`src/rtl/stq_pkg.sv`:
```
// Shared types and constants for the sleep timer queue.
// No dependencies; imported by the controller, the datapath and the top level.
package stq_pkg;

   localparam int NOW_W      = 48;
   localparam int ID_W       = 6;
   localparam int SECS_W     = 16;
   localparam int SLEEPERS_W = 7;
   localparam int DELAY_W    = 36;
   localparam int USEC_W     = 20;
   localparam int REQ_DATA_W = 72;
   localparam int RSP_DATA_W = 16;

   localparam logic [USEC_W-1:0] USEC_PER_SEC = USEC_W'(1000000);

   // request kinds carried on tuser
   localparam logic CMD_TICK  = 1'b0;
   localparam logic CMD_SLEEP = 1'b1;

   // controller to datapath
   typedef struct packed {
      logic load;         // capture the accepted request
      logic tick_commit;  // retire a tick: pop the head if due, post result
      logic ins_commit;   // retire a sleep: insert or flag full, post result
   } stq_cmd_type;

   // datapath to controller
   typedef struct packed {
      logic is_sleep;     // held request is a sleep request
      logic out_free;     // result register can take a new result this cycle
   } stq_stat_type;

endpackage

```
`src/rtl/stq_ctrl.sv`:
```
// Sequencer for the sleep timer queue: steps a request through
// capture, multiply, add and insert; a tick retires in the multiply state. Depends on stq_pkg.
module stq_ctrl
   import stq_pkg::*;
(
   input  logic         clock,
   input  logic         reset,
   input  logic         req_tvalid,
   output logic         req_tready,
   input  stq_stat_type stat,
   output stq_cmd_type  cmd
);

   localparam logic [1:0] ST_IDLE = 2'd0;
   localparam logic [1:0] ST_MUL  = 2'd1;
   localparam logic [1:0] ST_ADD  = 2'd2;
   localparam logic [1:0] ST_INS  = 2'd3;

   logic [1:0] state_ff;
   logic [1:0] state_in;

   always_comb begin
      state_in = state_ff;
      cmd      = '0;
      case (state_ff)
         ST_IDLE: begin
            cmd.load = req_tvalid;
            if (req_tvalid) begin
               state_in = ST_MUL;
            end
         end
         ST_MUL: begin
            if (stat.is_sleep) begin
               state_in = ST_ADD;
            end else if (stat.out_free) begin
               cmd.tick_commit = 1'b1;
               state_in        = ST_IDLE;
            end
         end
         ST_ADD: begin
            state_in = ST_INS;
         end
         ST_INS: begin
            if (stat.out_free) begin
               cmd.ins_commit = 1'b1;
               state_in       = ST_IDLE;
            end
         end
         default: begin
            state_in = ST_IDLE;
         end
      endcase
   end

   assign req_tready = (state_ff == ST_IDLE);

   always_ff @(posedge clock) begin
      if (reset) begin
         state_ff <= ST_IDLE;
      end else begin
         state_ff <= state_in;
      end
   end

endmodule

```
`config.mk`:
```
export PLATFORM = sky130hd
export DESIGN_NAME = stq_ctrl
export DESIGN_NICKNAME = d
export VERILOG_FILES = /design/src/rtl/stq_pkg.sv /design/src/rtl/stq_ctrl.sv
export SDC_FILE = /design/constraint.sdc
export NUM_CORES = 1
export LEC_CHECK = 0
export ABC_AREA = 1
export ABC_CLOCK_PERIOD_IN_PS = 800
export BUFFER_PORTS_ARGS = -buffer_cell sky130_fd_sc_hd__buf_2
export CORE_AREA = 2 2 39 41
export DETAILED_ROUTE_END_ITERATION = 6
export DIE_AREA = 0 0 41 43
export SYNTH_ARGS = -nofsm -noshare
export SYNTH_HDL_FRONTEND = slang
export SYNTH_SLANG_ARGS = --single-unit
```
`constraint.sdc`:
```
create_clock -name clock -period 0.8 [get_ports clock]
set_clock_uncertainty 0.05 [all_clocks]
set_input_delay 0.12 -clock clock [delete_from_list [all_inputs] [get_ports clock]]
set_output_delay 0.12 -clock clock [all_outputs]
set_load 0.005 [all_outputs]
```
==> metrics.txt <==
Iter 0 DRT Violations 0; Core ar. ~1400 sq um; type of the worst min-delay path in -> reg; Area contributors post-synth dfxtp_1 (36%), nand2_1 (13%), nand3_2 (9.0%); distinct cell type count after synthesis 10; insertion delay to the later sink of the worst-skew pair 0.22 ns; max_cap viols 0; # port buffers 8; Clock Tree Buf Depth 2; Die Width roughly 41 um; NumNets Final 38; Starting Density 8.05%; final count of pins violating max slew 0; grt ovf 0; clk slew on worst S/H paths 0.03 ns; crit start category register; dpl hpwl 243 um; post-route minimum period 1.03 ns; ANT cells 0; leakage power 0.126 nW; fin crit share 129%; type of the worst setup path reg -> out; CP arrival 0.86 ns; Worst-Margin Slew ~0.12 ns; CTS tree built; number of global-route vias before repair 161; die area 1760 sq um; sequential area share after synthesis 36.0%; Post-DRT Antenna Nets 0; PnR worst setup slack -0.234 ns; reg2reg start state_ff[0]; drt total wl 347 um; # DRC 0; CTS root buffer clkbuf_4; Vias 158; RSZ-0062 raised after global routing yes; Syn Nets 22; top-area cell type share of the netlist area 36.0%; critical path endpoint category output port; top flop regs state_ff: 2 flops; Layout fillers 167; status finished, violations left; H-tree depth 1; # clock sinks 2; storage element area 47.5 sq um; GP Congestion 0.475; footprint of the multi-input gates 78.8 sq um; all-layer global routing usage under 10%; Detailed Routing Iterations Pass 1 1; Seq cells post-synth 2; Synth area leader dfxtp_1; share of cells above drive strength 1 71.0%; Post-Synthesis Cell Area 111 sq um; vias per cell 3.36; DR WL/cell approximately 7.4 um; pin count of the biggest net entering global routing 6; Syn-to-layout area delta 120%; Post-Syn Area per Cell 6.55 sq um; first-pass GRT wire length between 500 and 600 um; Slew Limit Headroom between 90% and 100%; failing checks negative setup slack; std cell rows 14; max reg flops 2; total power 0.441 mW; Hold Fails Final Rpt 0; Peak VDD IR 418 uV; Vert. Die Dim 43 um; clock buffer count from CTS 3; HP Start reset; CP Launch Point state_ff[0]; Post-Synthesis Cells 17; Critical Path RT about 0.63 ns; FMAX 967 MHz; critical path fanouts, max 4; initial antenna violation count 0; Power per Cell Area between 1500 and 2000 nW/um^2; Most flops, register state_ff; setup violators final 6; setup TNS -0.887 ns; IO Pins 9; Synth Warn # 0
[worst paths after layout]
check	end	slack (ns)	cells after the start
max	cmd[1]	-0.23	3
min	state_ff[0]	0.10	4
max reg2reg	state_ff[0]	-0.03	4
min reg2reg	state_ff[1]	0.47	2
[Yosys cell counts (all sizes together)]
master	number
inv	3
nor2	3
nand2	5
dfxtp	2
nor3	2
a21oi	1
nand3	1
[timing repair]
item                                   CTS  global route
pin swaps                                3             2
hold buffers                             1             0
resized for setup                        6             1
setup endpoints to repair                6             6
endpoints found under the hold margin    1             0
gates cloned                             0             0
buffers inserted                         0             1
[final cells by class]
| type | count | area share [%] |
|---|---|---|
| flip-flops and latches | 2 | 19.4 |
| well taps | 16 | 8.16 |
| repair buffers | 11 | 26.5 |
| clock buffers | 3 | 9.18 |
| inverters | 3 | 4.59 |
| multi-input cells | 12 | 32.1 |
[layer usage]
layer	vias to the layer above	part of all wire (%)	global-route usage (%)
met5	-	0	0
met3	0	11	6.28
li1	82	-	-
met1	70	37	3.50
met2	6	52	7.81
met4	0	0	6.00
[stage by stage]
stage               hold WS, ns  std cells  setup slack [ns]  utilization [%]  area [sq um]
finish                    0.105         47            -0.234             17.7           245
global route              0.100         47            -0.277             17.7           245
global placement          0.256         42           -0.0645             13.3           184
floorplan                 0.139         17            0.0306                -           116
detailed placement        0.247         42           -0.0722             13.3           184
CTS                      0.0859         46            -0.243             16.9           234
[kinds of logic (layout without fill, tap and decap cells)]
logic type	Yosys count	in the layout	synth area share, %
simple gates	11	11	49.4
buf+inv	3	17	10.1
compound gates	1	1	4.49
flops	2	2	36.0
[worst max-delay path, stage by stage (launching register included)]
cell     delay [ns]
dfxtp_4        0.37
nand2_4        0.06
nor3_2         0.09
buf_2          0.13
[power by group]
group | internal (mW) | switching (mW) | leakage, nW
Combinational | 0.0515 | 0.0416 | 0.0947
Sequential | 0.111 | 0.0165 | 0.0178
Clock | 0.165 | 0.0551 | 0.0138
Total | 0.327 | 0.113 | 0.126
[cells in the final DEF, fill, tap and decap left out, drive strengths merged]
cell type | synthesis | final
dlygate4sd3 | 0 | 1
nand2 | 5 | 5
dfxtp | 2 | 2
nor2 | 3 | 3
nor3 | 2 | 2
inv | 3 | 3
nand3 | 1 | 1
clkbuf | 0 | 3
a21oi | 1 | 1
buf | 0 | 10
No activity file was read; power rests on OpenSTA's default activity.
